File: config.mk
export PLATFORM = sky130hd
export DESIGN_NAME = float_result_normalize_round_top
export DESIGN_NICKNAME = d
export VERILOG_FILES = /design/src/rtl/core/fnr_pkg.sv /design/src/rtl/core/float_result_normalize_round_top.sv
export SDC_FILE = /design/constraint.sdc
export NUM_CORES = 1
export LEC_CHECK = 0
export ABC_CLOCK_PERIOD_IN_PS = 6000
export BUFFER_PORTS_ARGS = -buffer_cell sky130_fd_sc_hd__buf_2
export CORE_MARGIN = 2
export CORE_UTILIZATION = 32
export CTS_CLUSTER_SIZE = 20
export DETAILED_ROUTE_END_ITERATION = 8
export HOLD_SLACK_MARGIN = 0.03
export MAX_ROUTING_LAYER = met4
export PLACE_DENSITY_LB_ADDON = 0.15
export SYNTH_ARGS = -nofsm -noshare
export SYNTH_HDL_FRONTEND = slang
export SYNTH_SLANG_ARGS = --single-unit
File: constraint.sdc
create_clock -name clk -period 6 [get_ports clk]
set_input_delay 0.3 -clock clk [delete_from_list [all_inputs] [get_ports clk]]
set_output_delay 0.3 -clock clk [all_outputs]
set_load 0.01 [all_outputs]
File: src/rtl/core/fnr_pkg.sv
// Shared types, field widths and register codes for the float result normalizer.
// Used by float_result_normalize_round_top; has no dependencies of its own.
package fnr_pkg;

  localparam int MAG_W     = 80;  // acc:ext magnitude below the double sign
  localparam int HALF_W    = 40;
  localparam int EXP_W     = 16;
  localparam int XEXP_W    = 7;
  localparam int SHIFT_W   = 7;   // left shift count, 0 to 80
  localparam int CHUNK_W   = 16;
  localparam int IN_DATA_W = 112;
  localparam int OUT_DATA_W = 104;
  localparam int CFG_IDX_W = 2;

  localparam logic [CFG_IDX_W-1:0] CFG_NORMALIZE_OFF     = 2'd0;
  localparam logic [CFG_IDX_W-1:0] CFG_ROUNDING_OFF      = 2'd1;
  localparam logic [CFG_IDX_W-1:0] CFG_OVERFLOW_TRAP_OFF = 2'd2;

  // One word in flight, after the right shift has been settled.
  typedef struct packed {
    logic [1:0]        top2;   // double sign bits of the accumulator mantissa
    logic [MAG_W-1:0]  mag;    // acc[15:0] : acc low : ext high : ext low
    logic [EXP_W-1:0]  ex;
    logic [XEXP_W-1:0] xexp;
    logic              rnd;
    logic              left;   // word takes part in left normalization
    logic              neg;
  } item_t;

  // Leading zero count of one byte; a zero byte gives 7 and is screened by the caller.
  function automatic logic [2:0] lz8(input logic [7:0] b);
    logic [2:0] n;
    logic       found;
    n = 3'd7;
    found = 1'b0;
    for (int i = 7; i >= 0; i--) begin
      if (!found && b[i]) begin
        n = 3'(7 - i);
        found = 1'b1;
      end
    end
    return n;
  endfunction

endpackage

File: src/rtl/core/float_result_normalize_round_top.sv
// Top level of the float result normalizer: five-stage pipeline with stream ports.
// Depends on fnr_pkg for types, widths and register codes.

// This block takes one unpacked accumulator/extension word per cycle while
// s_tready is high and returns one packed word per input, in order. It has
// five registered stages: entry and right shift, coarse leading-sign count
// in 16-bit chunks with the matching shift, fine count within a chunk, fine
// shift with exponent adjust, then the range checks, rounding and packing in
// the output register. A stall at the output backs up stage by stage, so
// bubbles are squeezed out and nothing is lost or repeated. Configuration
// writes are always taken and should be made only while no word is in flight.
module float_result_normalize_round_top (
  input  logic                              clk,
  input  logic                              rst,
  input  logic                              s_tvalid,
  output logic                              s_tready,
  // s_tdata from bit 0: acc_mant_high(18), acc_mant_low(24), acc_exponent(16),
  // ext_mant_high(16), ext_mant_low(24), ext_exponent(7), round_request(1), zero fill
  input  logic [fnr_pkg::IN_DATA_W-1:0]     s_tdata,
  output logic                              m_tvalid,
  input  logic                              m_tready,
  // m_tdata from bit 0: acc_word_high(24), acc_word_low(24), ext_word_high(24),
  // ext_word_low(24), overflow_trap(1), zero fill
  output logic [fnr_pkg::OUT_DATA_W-1:0]    m_tdata,
  input  logic                              cfg_valid,
  output logic                              cfg_ready,
  input  logic [fnr_pkg::CFG_IDX_W-1:0]     cfg_index,
  input  logic                              cfg_data
);
  import fnr_pkg::*;

  logic normalize_off;
  logic rounding_off;
  logic overflow_trap_off;

  logic a_valid, b_valid, c_valid, d_valid, e_valid;
  logic a_ready, b_ready, c_ready, d_ready, e_ready;

  item_t a_item, b_item, c_item, d_item;
  logic [2:0]        b_c;
  logic [CHUNK_W-1:0] b_vtop;
  logic [HALF_W-1:0] b_lo, c_lo;
  logic [2:0]        c_c;
  logic [3:0]        c_f;
  logic              c_zero, d_zero;
  logic [95:0]       e_words;
  logic              e_trap;

  assign cfg_ready = 1'b1;

  // Each stage moves on when the one after it is empty or moving too.
  assign e_ready  = !e_valid || m_tready;
  assign d_ready  = !d_valid || e_ready;
  assign c_ready  = !c_valid || d_ready;
  assign b_ready  = !b_valid || c_ready;
  assign a_ready  = !a_valid || b_ready;
  assign s_tready = a_ready;

  // ---- entry: unpack and settle a mantissa overflow ----
  logic [17:0] in_ml;
  logic [23:0] in_mr, in_xmr;
  logic [15:0] in_xml;
  item_t       a_next;

  always_comb begin
    in_ml  = s_tdata[17:0];
    in_mr  = s_tdata[41:18];
    in_xml = s_tdata[73:58];
    in_xmr = s_tdata[97:74];
    a_next.xexp = s_tdata[104:98];
    if (in_ml[17] != in_ml[16]) begin
      // Overflow into the upper sign bit: shift the pair right one place.
      a_next.top2 = {1'b0, in_ml[17]};
      a_next.mag  = {in_ml[16:0], in_mr, in_xml, in_xmr[23:1]};
      a_next.ex   = s_tdata[57:42] + 16'd1;
      a_next.rnd  = s_tdata[105] | in_mr[0];
      a_next.left = 1'b0;
      a_next.neg  = 1'b0;
    end else begin
      a_next.top2 = in_ml[17:16];
      a_next.mag  = {in_ml[15:0], in_mr, in_xml, in_xmr};
      a_next.ex   = s_tdata[57:42];
      a_next.rnd  = s_tdata[105];
      a_next.left = !normalize_off;
      a_next.neg  = in_ml[17];
    end
  end

  // ---- coarse count: leading all-sign 16-bit chunks ----
  logic [MAG_W-1:0] a_v;
  logic [4:0]       a_z;
  logic [2:0]       b_c_next;
  item_t            b_next;
  logic [CHUNK_W-1:0] b_vtop_next;

  always_comb begin
    a_v = a_item.mag ^ {MAG_W{a_item.neg}};
    for (int i = 0; i < 5; i++) begin
      a_z[i] = (a_v[i*CHUNK_W +: CHUNK_W] == '0);
    end
    if (!a_item.left)  b_c_next = 3'd0;
    else if (!a_z[4])  b_c_next = 3'd0;
    else if (!a_z[3])  b_c_next = 3'd1;
    else if (!a_z[2])  b_c_next = 3'd2;
    else if (!a_z[1])  b_c_next = 3'd3;
    else if (!a_z[0])  b_c_next = 3'd4;
    else               b_c_next = 3'd5;
    b_next = a_item;
    case (b_c_next)
      3'd0: begin
        b_next.mag  = a_item.mag;
        b_vtop_next = a_v[79:64];
      end
      3'd1: begin
        b_next.mag  = {a_item.mag[63:0], 16'd0};
        b_vtop_next = a_v[63:48];
      end
      3'd2: begin
        b_next.mag  = {a_item.mag[47:0], 32'd0};
        b_vtop_next = a_v[47:32];
      end
      3'd3: begin
        b_next.mag  = {a_item.mag[31:0], 48'd0};
        b_vtop_next = a_v[31:16];
      end
      3'd4: begin
        b_next.mag  = {a_item.mag[15:0], 64'd0};
        b_vtop_next = a_v[15:0];
      end
      default: begin
        b_next.mag  = '0;
        b_vtop_next = '0;
      end
    endcase
  end

  // ---- fine count within the first chunk that holds a non-sign bit ----
  logic       b_hb;
  logic [7:0] b_byte;
  logic [3:0] c_f_next;
  logic       c_zero_next;

  always_comb begin
    b_hb   = (b_vtop[15:8] == 8'd0);
    b_byte = b_hb ? b_vtop[7:0] : b_vtop[15:8];
    if (!b_item.left || b_vtop == '0) c_f_next = 4'd0;
    else                              c_f_next = {b_hb, lz8(b_byte)};
    // With normalization on, a positive word with no set bit at all packs to zero before rounding.
    c_zero_next = b_item.left && !b_item.neg && (b_c == 3'd5);
  end

  // ---- fine shift, round request clear and exponent adjust ----
  logic [SHIFT_W-1:0] c_s;
  logic [HALF_W-1:0]  c_mask;
  logic               c_moved;
  item_t              d_next;

  always_comb begin
    c_s     = {c_c, 4'd0} + SHIFT_W'(c_f);
    // Bits of the old extension word that end up in the accumulator.
    c_mask  = ~({HALF_W{1'b1}} >> c_s);
    c_moved = (c_lo & c_mask) != '0;
    d_next      = c_item;
    d_next.mag  = c_item.mag << c_f;
    d_next.ex   = c_item.ex - EXP_W'(c_s);
    d_next.rnd  = c_item.rnd && !c_moved;
  end

  // ---- range checks, rounding and packing ----
  logic [17:0]       d_ml;
  logic [23:0]       d_mr;
  logic [XEXP_W-1:0] d_exf;
  logic              d_trap;
  logic              d_clear;
  logic [95:0]       e_words_next;
  logic              e_trap_next;

  always_comb begin
    d_ml   = {d_item.top2, d_item.mag[79:64]};
    d_mr   = d_item.mag[63:40] | {23'd0, d_item.rnd && !rounding_off};
    d_exf  = d_item.ex[7] ? '0 : d_item.ex[6:0];
    d_trap = d_item.ex[7] && !overflow_trap_off;
    d_clear = d_zero || d_item.ex[15] ||
              (d_ml == '0 && d_mr == '0 && !normalize_off);
    if (d_clear) begin
      e_words_next = '0;
      e_trap_next  = 1'b0;
    end else begin
      e_words_next = {d_item.mag[23:0],
                      d_item.xexp, 1'b0, d_item.mag[39:24],
                      d_mr,
                      d_exf, d_ml[16:0]};
      e_trap_next  = d_trap;
    end
  end

  assign m_tvalid = e_valid;
  assign m_tdata  = {7'd0, e_trap, e_words};

  always_ff @(posedge clk) begin
    if (rst) begin
      normalize_off     <= 1'b0;
      rounding_off      <= 1'b0;
      overflow_trap_off <= 1'b0;
      a_valid <= 1'b0;
      b_valid <= 1'b0;
      c_valid <= 1'b0;
      d_valid <= 1'b0;
      e_valid <= 1'b0;
    end else begin
      if (cfg_valid) begin
        case (cfg_index)
          CFG_NORMALIZE_OFF:     normalize_off     <= cfg_data;
          CFG_ROUNDING_OFF:      rounding_off      <= cfg_data;
          CFG_OVERFLOW_TRAP_OFF: overflow_trap_off <= cfg_data;
          default: ;
        endcase
      end
      if (a_ready) a_valid <= s_tvalid;
      if (b_ready) b_valid <= a_valid;
      if (c_ready) c_valid <= b_valid;
      if (d_ready) d_valid <= c_valid;
      if (e_ready) e_valid <= d_valid;
    end
  end

  always_ff @(posedge clk) begin
    if (a_ready) a_item <= a_next;
    if (b_ready) begin
      b_item     <= b_next;
      b_c        <= b_c_next;
      b_vtop     <= b_vtop_next;
      b_lo       <= a_item.mag[HALF_W-1:0];
    end
    if (c_ready) begin
      c_item <= b_item;
      c_c    <= b_c;
      c_f    <= c_f_next;
      c_lo   <= b_lo;
      c_zero <= c_zero_next;
    end
    if (d_ready) begin
      d_item <= d_next;
      d_zero <= c_zero;
    end
    if (e_ready) begin
      e_words <= e_words_next;
      e_trap  <= e_trap_next;
    end
  end

endmodule

==> metrics.txt, run 1 <==
status=finished clean; HPWL after DPL=57310 um; sw frac=25.44%; met3 Usage GRT=3.407%; worst path cell trace=buf_4 > or4_1 > mux2i_2 > nand4_4 > buf_4 > or3_4 > nor2_2 > buf_4 > a221o_1; TritonCTS clock tree=done; Hold Slack=0.04385 ns; most frequent cells in the layout=edfxtp_1 (623), buf_2 (211), nand2_1 (204), dlygate4sd3_1 (138), and2_1 (121); Clock Sinks=631; Clk pin slew, worst setup/hold paths=0.06 ns; Synth Register Bits=631; Power Density=333.9 mW/mm^2; setup TNS=0 ns; final net count=2455; Final Wtd Congestion=0.8697; RR Startpoint=a_item[0]$_SDFFCE_PN0P_; Setup crit start kind=register; synth-to-layout area growth=19.81%; FF-to-FF End=b_vtop[11]$_SDFFCE_PN0P_; post-synthesis simple-gate area fraction=10.44%; Tcrit/Tclk final=62.99%; CTS Buffer Depth=3; largest family of logic cells by synthesized area=multiplexers; Synth Area in Compound Gates=8.731%; asr flop ratio synth=0%; CTS H-tree lvls=3; cell mode on critical path=buf_4; total power=0.01156 W; GRT Max-Usage Layer=met2; Die H=304.5 um; Post-Synthesis Cells=2032; CP required=6.48 ns; Synth cell types=68; Remaining DRCs=0; crit path capture type=register; Final Critical Period=3.780 ns; average wire per standard cell=23.36 um; Worst path top cell family by delay=simple AND/OR/NAND/NOR gates; Die Footprint=0.09275 sq mm; final setup fails=0; EDFF count, synth=623; RSZ-0062 raised after global routing=no; Peak Freq=264.6 MHz; register area=0.01887 sq mm; layout cells sized above 1=22.19%; register area share after synthesis=65.28%; CP bufs+invs=3; prevailing post-synth register cell=edfxtp_1; Hold Path Depth=2; max-slew violations=0; vias in the first global route=18330; critical path type=register to register; critical hold path startpoint=s_tdata[68]; met2 usage=28.21%; root buf cell=clkbuf_16; Hold Vio Cnt, Final=0; Max Clock Skew=0.02265 ns; slowest CP cell=nor2_2; crit path max fanout=55; mux contribution to synthesized area=10.98%; Max-Cap Viols=0; drt pass-1 iters=5; post-route core utilization=38.59%; GRT overflow=0; register share of total power=51.5%; Worst R2R Path Depth=9; combinational cell fraction of total power=12.1%; routed wire length=83050 um; Synth Cell Area=0.02891 sq mm; Avg Inst Size Synth=14.23 sq um; most common cell after layout, fill and taps aside=edfxtp_1; hold-critical path endpoint=a_item[60]$_DFFE_PP_; leakage=12.99 nW; multi-input gate area in the final layout=0.009289 sq mm; internal power=0.008623 W; filler instances=8498; antenna violations before repair=2; yosys warns=0; Slowest Stage Delay on Critical Path=0.68 ns; HP Class=input pin to register; vias=18350; Site Rows=110; die width=304.5 um; core area=0.08974 sq mm; ANT nets after route=0; Clock Power Share=36.5%; Num CTS Buffers=72; total global-route track usage=18.39%; XOR/XNOR Fraction of Synth Area=1.091%; DR iter-0 viols=1564; data arrival time of the worst path=4.26 ns; vias per std cell=5.161; Max VDD drop=0.2086 mV; Max-slew headroom=11.41%; setup slack, reg-to-reg=2.22 ns; CTS resizes=0; initial core utilization=32.21%; largest net degree at the start of global routing=89; first-pass GRT wire length=123500 um; met1 GRT Util=24.25%; IO buf count=211; P_sw=0.002942 W; Slew @ Worst Pin=1.326 ns; adder-cell area share of the yosys netlist=0.6060%; # IOs=227; clk_lat worst skew=0.62 ns
-- layout make-up --
type | count | share of cell area, %
inverters | 22 | 0.2601
repair buffers | 375 | 7.674
flip-flops and latches | 631 | 54.48
well taps | 1176 | 4.249
clock inverters | 46 | 1.181
multi-input cells | 1222 | 26.82
diodes | 1 | 0.007226
clock buffers | 83 | 5.322
-- state kept, by name, summed over array words and instances, names as in the netlist, 3 cells and up --
name and cells:
e_words 95, b_vtop 16, c_item 106, b_c 3, b_item 107, c_f 4, c_c 3, c_lo 40
d_item 99, a_item 107, b_lo 40
-- how the worst max path moves through the flow --
stage | from | slack [ns] | end | cells past startpoint
finish | a_item[0]$_SDFFCE_PN0P_ | 2.22 | b_vtop[11]$_SDFFCE_PN0P_ | 9
global route | a_item[0]$_SDFFCE_PN0P_ | 2.08 | b_vtop[14]$_SDFFCE_PN0P_ | 9
CTS | a_item[0]$_SDFFCE_PN0P_ | 2.21 | b_vtop[11]$_SDFFCE_PN0P_ | 9
detailed placement | a_item[0]$_SDFFCE_PN0P_ | 2.23 | b_vtop[11]$_SDFFCE_PN0P_ | 9
global placement | a_item[0]$_SDFFCE_PN0P_ | 2.33 | b_vtop[5]$_SDFFCE_PN0P_ | 9
floorplan | m_tvalid$_SDFFE_PP0P_ | 1.03 | b_c[0]$_DFFE_PP_ | 3
-- Yosys cell counts, types with 3 or more instances --
cell,count,area [sq um]
buf_6,3,33.78
o211ai_1,3,22.52
a211oi_1,38,285.3
o21ai_1,24,120.1
a31oi_1,70,437.9
o211a_1,15,150.1
xor2_1,21,183.9
a21oi_1,83,415.4
nor2b_1,16,100.1
mux2_2,82,923.4
ha_1,10,125.1
a22oi_1,19,142.6
nand2_1,206,773.2
or4_1,22,165.2
and3_1,36,225.2
dfxtp_1,8,160.2
inv_1,19,71.32
edfxtp_1,623,18710
nand3b_1,3,22.52
xnor2_1,15,131.4
mux4_2,83,1869
nor3b_1,4,30.03
buf_4,19,142.6
and2_1,121,757.0
a22o_1,32,280.3
buf_2,26,130.1
nand2b_1,20,125.1
nor4_1,16,100.1
mux2i_1,34,340.3
clkbuf_1,103,386.6
a221o_1,29,290.3
maj3_1,3,30.03
nand3_1,28,140.1
nor3_1,13,65.06
o21ai_0,32,160.2
buf_1,13,48.80
nor2_1,67,251.5
nand4_1,27,168.9
mux2i_2,3,41.29
o22ai_1,7,43.79
-- layer usage --
metal	vias to the layer above	share of wire, %
li1	8482	-
met1	9056	44
met2	673	46
met3	142	6.2
met4	0	3.7
met5	-	0
-- logic make-up after synthesis --
group	count (synthesis)
buffers and inverters	186
and+or+nand+nor	589
AOI/OAI and AO/OA	372
other	2
DFF	631
adders and majority gates	14
xor gates and xnor gates	36
muxes	202
-- power groups by stage --
| stage | Combinational [W] | Clock, W | Sequential [W] |
|---|---|---|---|
| finish | 0.00139 | 0.00422 | 0.00595 |
| global route | 0.00153 | 0.00452 | 0.00601 |
| CTS | 0.00141 | 0.00435 | 0.00596 |
| detailed placement | 0.00132 | 0 | 0.00605 |
| global placement | 0.00131 | 0 | 0.00604 |
| floorplan | 0.000892 | 0 | 0.00578 |
-- worst register-to-register path: stages, from the launching register on --
cell and delay (ns):
edfxtp_1 0.39, buf_4 0.25, or4_1 0.57, mux2i_2 0.27, nand4_4 0.12, buf_4 0.31
or3_4 0.52, nor2_2 0.68, buf_4 0.36, a221o_1 0.18
-- repair_timing --
action | 4_1_cts | 5_1_grt
hold buffers | 138 | 0
hold endpoints to repair | 110 | 0
buffers inserted | 0 | 0
-- stage by stage --
step           worst slack [ns]  cell area [sq um]  cells
2_1_floorplan             1.035              28930   2039
3_3_place_gp              2.328              30990   3288
3_5_place_dp              2.231              30990   3288
4_1_cts                   2.205              34630   3555
5_1_grt                   2.083              34630   3556
6_report                  2.220              34630   3556
Note: power is estimated with default switching activity, not from simulation.
==> run 2: changes to the inputs <==
--- a/config.mk
+++ b/config.mk
@@ -5,7 +5,8 @@
 export SDC_FILE = /design/constraint.sdc
 export NUM_CORES = 1
 export LEC_CHECK = 0
-export ABC_CLOCK_PERIOD_IN_PS = 6000
+export ABC_AREA = 1
+export ABC_CLOCK_PERIOD_IN_PS = 3200
 export BUFFER_PORTS_ARGS = -buffer_cell sky130_fd_sc_hd__buf_2
 export CORE_MARGIN = 2
 export CORE_UTILIZATION = 32
==> constraint.sdc (replaced) <==
create_clock -name clk -period 3.2 [get_ports clk]
set_input_delay 0.16 -clock clk [delete_from_list [all_inputs] [get_ports clk]]
set_output_delay 0.16 -clock clk [all_outputs]
set_load 0.01 [all_outputs]
==> run 2 against run 1 <==
Clock-buffer cell count unchanged. Die area increased by 3.9%. Non-clock buffer count increased by 101. Combinational power increased to 2.6 times the previous value. Utilization increased by 0.95 points. Hold slack improved by 0.14 ns. Sequential share of layout area decreased by 3.3 points. Clock skew increased by 0.014 ns. Synthesized cell count increased by 55%. Largest power group unchanged. Cell count increased by 36%.
==> metrics.txt, run 2 <==
status=finished clean (unchanged); Max Clock Skew=0.03687 ns (was 0.02265 ns); Hold Path Depth=10 (was 2); RSZ-0062 raised after global routing=no (unchanged); FF-to-FF End=b_item[83]$_SDFFCE_PN0P_ (was b_vtop[11]$_SDFFCE_PN0P_); Die H=310.4 um (was 304.5 um); drt pass-1 iters=6 (was 5); Remaining DRCs=0 (unchanged); fin cells=4847 (was 3556); register area share after synthesis=62.80% (was 65.28%); hold-critical path endpoint=b_valid$_SDFFE_PP0P_ (was a_item[60]$_DFFE_PP_); CTS Buffer Depth=3 (unchanged); Peak Freq=341.2 MHz (was 264.6 MHz); initial core utilization=32.24% (was 32.21%); Setup crit start kind=register (unchanged); vias in the first global route=21420 (was 18330); Inst Count DP=4562 (was 3288); critical path type=register to register (unchanged); Tcrit/Tclk final=91.59% (was 62.99%); Die Footprint=0.09636 sq mm (was 0.09275 sq mm); synth-to-layout area growth=22.65% (was 19.81%); largest net degree at the start of global routing=156 (was 89); clk_lat worst skew=0.65 ns (was 0.62 ns); most common cell in the netlist=nand2_1 (was edfxtp_1); vias per std cell=4.618 (was 5.161); Max VDD drop=0.3467 mV (was 0.2086 mV); die width=310.4 um (was 304.5 um); EDFF count, synth=623 (unchanged); Synth area leaders=edfxtp_1 (62%), nand2_1 (11%), o21ai_0 (5.4%) (was edfxtp_1 (65%), mux4_2 (6.5%), mux2_2 (3.2%)); HPWL after DPL=67640 um (was 57310 um); DR iter-0 viols=2063 (was 1564); vias=22380 (was 18350); asr flop ratio synth=0% (unchanged); routed wire length=90820 um (was 83050 um); first-pass GRT wire length=134600 um (was 123500 um); Max-slew headroom=37.59% (was 11.41%); Final Critical Period=2.931 ns (was 3.780 ns); crit path capture type=register (unchanged); yosys warns=0 (unchanged); Hold Vio Cnt, Final=0 (unchanged); Power Density=622.2 mW/mm^2 (was 333.9 mW/mm^2); crit path max fanout=27 (was 55); prevailing post-synth register cell=edfxtp_1 (unchanged); IO buf count=211 (unchanged); max-slew violations=0 (unchanged); GRT overflow=0 (unchanged); Synth cell types=43 (was 68); HP Class=input pin to register (unchanged); data arrival time of the worst path=3.40 ns (was 4.26 ns); final setup fails=0 (unchanged); Finished Cell Area=0.03685 sq mm (was 0.03463 sq mm); top cell types by occurrence after synthesis=nand2_1 (918), edfxtp_1 (623), inv_1 (422) (was edfxtp_1 (623), nand2_1 (206), and2_1 (121)); setup slack, reg-to-reg=0.27 ns (was 2.22 ns); root buf cell=clkbuf_16 (unchanged); RR Startpoint=a_item[0]$_SDFFCE_PN0P_ (unchanged); Max-Cap Viols=0 (unchanged); CTS H-tree lvls=3 (unchanged); Avg Inst Size Synth=9.539 sq um (was 14.23 sq um); layout cells sized above 1=12.55% (was 22.19%); Final Wtd Congestion=0.9329 (was 0.8697); share of the synthesized area in the top cell type=62.26% (was 64.72%); Top Registers=a_item (107), b_item (107), c_item (106) (unchanged); critical hold path startpoint=m_tready (was s_tdata[68]); # diodes=0 (was 1); CP required=3.67 ns (was 6.48 ns); Worst R2R Path Depth=13 (was 9); # IOs=227 (unchanged); TritonCTS clock tree=done (unchanged); Post-Synthesis Cells=3150 (was 2032); antenna violations before repair=0 (was 2); core area=0.09319 sq mm (was 0.08974 sq mm); Placed Area=0.03290 sq mm (was 0.03099 sq mm); Synth Register Bits=631 (unchanged); Synth Cell Area=0.03005 sq mm (was 0.02891 sq mm); final net count=3671 (was 2455); total global-route track usage=19.46% (was 18.39%); Clock Sinks=631 (unchanged); leakage=16.43 nW (was 12.99 nW); Slew @ Worst Pin=0.9361 ns (was 1.326 ns); Num CTS Buffers=72 (unchanged); most common cell after layout, fill and taps aside=nand2_1 (was edfxtp_1); most frequent cells in the layout=nand2_1 (916), edfxtp_1 (623), inv_1 (417), o21ai_0 (324), nand3_1 (229) (was edfxtp_1 (623), buf_2 (211), nand2_1 (204), dlygate4sd3_1 (138), and2_1 (121)); Clk pin slew, worst setup/hold paths=0.06 ns (about the same); average wire per standard cell=18.74 um (was 23.36 um); Synth area leader=edfxtp_1 (unchanged); ANT nets after route=0 (unchanged); Site Rows=112 (was 110)
run 2: critical path, cell delays in order, from the launching register on:
cell	delay, ns
edfxtp_1	0.43
inv_2	0.45
nand2_1	0.10
nand2_1	0.12
nand2_1	0.06
nor2_1	0.11
nand3_1	0.13
nor2_4	0.13
buf_4	0.19
nand3_2	0.18
buf_4	0.21
nor2_4	0.40
nand2_1	0.09
nand3b_1	0.15
run 2: kinds of logic (layout without fill, tap and decap cells):
group	after synthesis	count (layout)	synth area share [%]
compound gates	413	413	7.242
xor+xnor	48	48	1.399
fa+ha+maj	11	11	0.4831
buf+inv	598	1033	8.104
flops	631	631	62.80
mux	6	6	0.1999
other cells	2	9	0.02499
simple gates	1441	1442	19.75
run 2: how the worst max path moves through the flow:
stage                             from                        to  slack, ns  cells after the start
6_report       a_item[0]$_SDFFCE_PN0P_  b_item[83]$_SDFFCE_PN0P_       0.27                     13
5_1_grt        a_item[0]$_SDFFCE_PN0P_  b_item[83]$_SDFFCE_PN0P_       0.03                     13
4_1_cts          m_tvalid$_SDFFE_PP0P_                  s_tready       0.09                     11
3_5_place_dp   a_item[0]$_SDFFCE_PN0P_  b_item[96]$_SDFFCE_PN0P_       0.22                     13
3_3_place_gp   a_item[0]$_SDFFCE_PN0P_  b_item[94]$_SDFFCE_PN0P_       0.24                     13
2_1_floorplan    m_tvalid$_SDFFE_PP0P_   a_item[0]$_SDFFCE_PN0P_      -6.38                      9
run 2: timing repair:
item / CTS / global route
hold buffers: 156 / 0
pin swaps: 1 / 1
endpoints found under the hold margin: 114 / 0
gates cloned: 1 / 0
resized for setup: 2 / 1
setup endpoints to repair: 1 / 17
buffers inserted: 0 / 1
run 2: routing by layer:
| metal | global-route usage [%] | wire (um) |
|---|---|---|
| met5 | - | 0 |
| met4 | 7.078 | 3213 |
| met3 | 2.438 | 4218 |
| met2 | 31.06 | 42350 |
| met1 | 25.48 | 41050 |
run 2: area by class of cell:
type	count	area, sq um
inverter	430	1627
sequential	631	18870
clock buffer	83	1886
timing repair buffer	476	3611
clock inverter	44	480.5
tap	1254	1569
fill	9287	56340
multi-input combinational	1929	8811
run 2: through the flow:
stage                     setup slack (ns)  hold slack [ns]  setup TNS, ns  total power (W)  util (%)
after global routing               0.02655           0.2057              0          0.02404     39.54
after global placement              0.2368           0.3378              0          0.01469     35.30
after floorplan                     -6.378           0.2589       -2467.84          0.01298         -
after detailed placement            0.2194           0.3415              0          0.01470     35.30
after CTS                          0.08520           0.1828              0          0.02321     39.53
final                               0.2692           0.1887              0          0.02293     39.54
run 2: where the power goes:
part           switching [W]  internal [W]  leakage [nW]  total [W]
clock                0.00335       0.00489          1.14    0.00824
combinational        0.00229       0.00129          8.39    0.00358
sequential          0.000661        0.0104          6.90     0.0111
total                0.00631        0.0166          16.4     0.0229
==> run 3: changes to the inputs <==
--- a/config.mk
+++ b/config.mk
@@ -5,7 +5,7 @@
 export SDC_FILE = /design/constraint.sdc
 export NUM_CORES = 1
 export LEC_CHECK = 0
-export ABC_AREA = 1
+export ABC_AREA = 0
 export ABC_CLOCK_PERIOD_IN_PS = 3200
 export BUFFER_PORTS_ARGS = -buffer_cell sky130_fd_sc_hd__buf_2
 export CORE_MARGIN = 2
==> run 3 against run 2 <==
Final area fell by 2.9%. Wire length decreased by 5.2%. Clock-buffer cell count is 7 higher. Hold slack improved by 0.080 ns. Sequential power about the same. Total power decreased by 3.8%.
==> metrics.txt, run 3 (synthesized netlist as in run 1, its figures left out) <==
HP Class=input pin to register (unchanged); IO buf count=211 (unchanged); slowest CP cell=a2111oi_1 (was inv_2); total global-route track usage=19.17% (was 19.46%); GRT Max-Usage Layer=met2 (unchanged); register area=0.01887 sq mm (about the same); crit path capture type=register (unchanged); filler instances=8475 (was 9287); most frequent cells in the layout=edfxtp_1 (623), buf_2 (211), nand2_1 (203), dlygate4sd3_1 (157), and2_1 (121) (was nand2_1 (916), edfxtp_1 (623), inv_1 (417), o21ai_0 (324), nand3_1 (229)); internal power=0.01650 W (was 0.01662 W); core area=0.08974 sq mm (was 0.09319 sq mm); Finished Cell Area=0.03579 sq mm (was 0.03685 sq mm); antenna violations before repair=0 (unchanged); HPWL after DPL=61470 um (was 67640 um); Max VDD drop=0.3651 mV (was 0.3467 mV); GRT overflow=0 (unchanged); most common cell after layout, fill and taps aside=edfxtp_1 (was nand2_1); multi-input gate area in the final layout=0.009314 sq mm (was 0.008811 sq mm); root buf cell=clkbuf_16 (unchanged); P_sw=0.005559 W (was 0.006310 W); met3 Usage GRT=3.032% (was 2.438%); fin cells=3670 (was 4847); final worst-path setup slack=0.1465 ns (was 0.2692 ns); TritonCTS clock tree=done (unchanged); Die H=304.5 um (was 310.4 um); Max-slew headroom=40.37% (was 37.59%); vias in the first global route=19120 (was 21420); drt pass-1 iters=7 (was 6); initial core utilization=32.21% (was 32.24%); layout cells sized above 1=25.14% (was 12.55%); # IOs=227 (unchanged); Max-Cap Viols=0 (unchanged); combinational cell fraction of total power=14.2% (was 15.6%); Clock Sinks=631 (unchanged); crit path max fanout=11 (was 27); leakage=13.57 nW (was 16.43 nW); met1 GRT Util=24.75% (was 25.48%); DR iter-0 viols=1427 (was 2063); average wire per standard cell=23.46 um (was 18.74 um); die width=304.5 um (was 310.4 um); synth-to-layout area growth=23.81% (was 22.65%); Slew @ Worst Pin=0.8945 ns (was 0.9361 ns); vias per std cell=5.154 (was 4.618); Top Registers=a_item (107), b_item (107), c_item (106) (unchanged); CP required=3.68 ns (was 3.67 ns); post-route core utilization=39.88% (was 39.54%); data arrival time of the worst path=3.53 ns (was 3.40 ns); final net count=2569 (was 3671); Hold Vio Cnt, Final=0 (unchanged); total power=0.02206 W (was 0.02293 W); Worst path top cell family by delay=compound AO/OA/AOI/OAI gates (was simple AND/OR/NAND/NOR gates); RSZ-0062 raised after global routing=no (unchanged); Placed Area=0.03188 sq mm (was 0.03290 sq mm); worst path cell trace=nor2_1 > buf_4 > nand2_1 > o22ai_1 > nand4_1 > a211oi_1 > o211ai_1 > a2111oi_1 > buf_4 (was inv_2 > nand2_1 > nand2_1 > nand2_1 > nor2_1 > nand3_1 > nor2_4 > buf_4 > nand3_2 > buf_4 > nor2_4 > nand2_1 > nand3b_1); CTS Buffer Depth=3 (unchanged); Tcrit/Tclk final=95.42% (was 91.59%); Setup Slack @ Placement=0.09530 ns (was 0.2194 ns); Power Density=616.3 mW/mm^2 (was 622.2 mW/mm^2); Final Wtd Congestion=0.8756 (was 0.9329); final setup fails=0 (unchanged); Max Clock Skew=0.01796 ns (was 0.03687 ns); critical path type=register to register (unchanged); cell mode on critical path=buf_4 (was nand2_1); register share of total power=49.3% (was 48.4%); Remaining DRCs=0 (unchanged); Num CTS Buffers=73 (was 72); Inst Count DP=3382 (was 4562); max-slew violations=0 (unchanged); Peak Freq=327.5 MHz (was 341.2 MHz); Final Critical Period=3.053 ns (was 2.931 ns); Setup crit start kind=register (unchanged); sw frac=25.20% (was 27.52%); routed wire length=86120 um (was 90820 um); met2 usage=30.48% (was 31.06%); ANT nets after route=0 (unchanged); CP bufs+invs=2 (was 3); CTS H-tree lvls=3 (unchanged); vias=18920 (was 22380); largest net degree at the start of global routing=155 (was 156); # diodes=0 (unchanged); Site Rows=110 (was 112); first-pass GRT wire length=129000 um (was 134600 um); Die Footprint=0.09275 sq mm (was 0.09636 sq mm); clk_lat worst skew=0.62 ns (was 0.65 ns); Clock Power Share=36.6% (was 35.9%); status=finished clean (unchanged); Clk pin slew, worst setup/hold paths=0.06 ns (about the same); Slowest Stage Delay on Critical Path=0.73 ns (was 0.45 ns)
==> run 3: cell type report <==
| cell class | count | area share (%) |
|---|---|---|
| sequential | 631 | 52.73 |
| timing repair buffer | 488 | 10.38 |
| inverter | 22 | 0.2482 |
| clock inverter | 41 | 1.073 |
| tap | 1176 | 4.112 |
| clock buffer | 90 | 5.430 |
| multi-input combinational | 1222 | 26.03 |
==> run 3: power groups by stage <==
stage / registers (W) / clock network (W) / logic (W)
global route: 0.0110 / 0.00864 / 0.00338
floorplan: 0.0108 / 0 / 0.00167
CTS: 0.0109 / 0.00832 / 0.00313
global placement: 0.0110 / 0 / 0.00293
finish: 0.0109 / 0.00806 / 0.00312
detailed placement: 0.0111 / 0 / 0.00294
==> run 3: per-stage QoR <==
step	hold slack, ns	TNS, ns
floorplan	0.2589	-32.08
detailed placement	0.3385	0
global placement	0.3377	0
CTS	0.2209	0
finish	0.2685	0
global route	0.2286	0
==> run 3: final timing paths <==
kind                               end  depth (start not counted)  slack (ns)                      from
setup reg to reg   d_item[2]$_DFFE_PP_                          9        0.15          c_c[2]$_DFFE_PP_
hold / removal     a_item[4]$_DFFE_PP_                          2        0.27               s_tdata[99]
hold reg to reg   c_item[49]$_DFFE_PP_                          0        0.41  b_item[49]$_SDFFCE_PN0P_
setup / recovery   d_item[2]$_DFFE_PP_                          9        0.15          c_c[2]$_DFFE_PP_
==> run 3: worst register-to-register path, stage by stage, from the launching register on <==
cell	delay, ns
edfxtp_1	0.56
nor2_1	0.31
buf_4	0.22
nand2_1	0.14
o22ai_1	0.17
nand4_1	0.12
a211oi_1	0.32
o211ai_1	0.14
a2111oi_1	0.73
buf_4	0.22
==> run 3: layer usage <==
metal	routed length [um]	part of all wire, %
met1	37810	44
met2	40720	47
met3	4107	4.8
met4	3477	4.0
met5	0	0
==> run 3: repair_timing <==
item	CTS	global route
endpoints found under the setup margin	0	14
hold buffers	157	0
buffers inserted	0	0
endpoints found under the hold margin	114	0
gates resized for setup	0	2
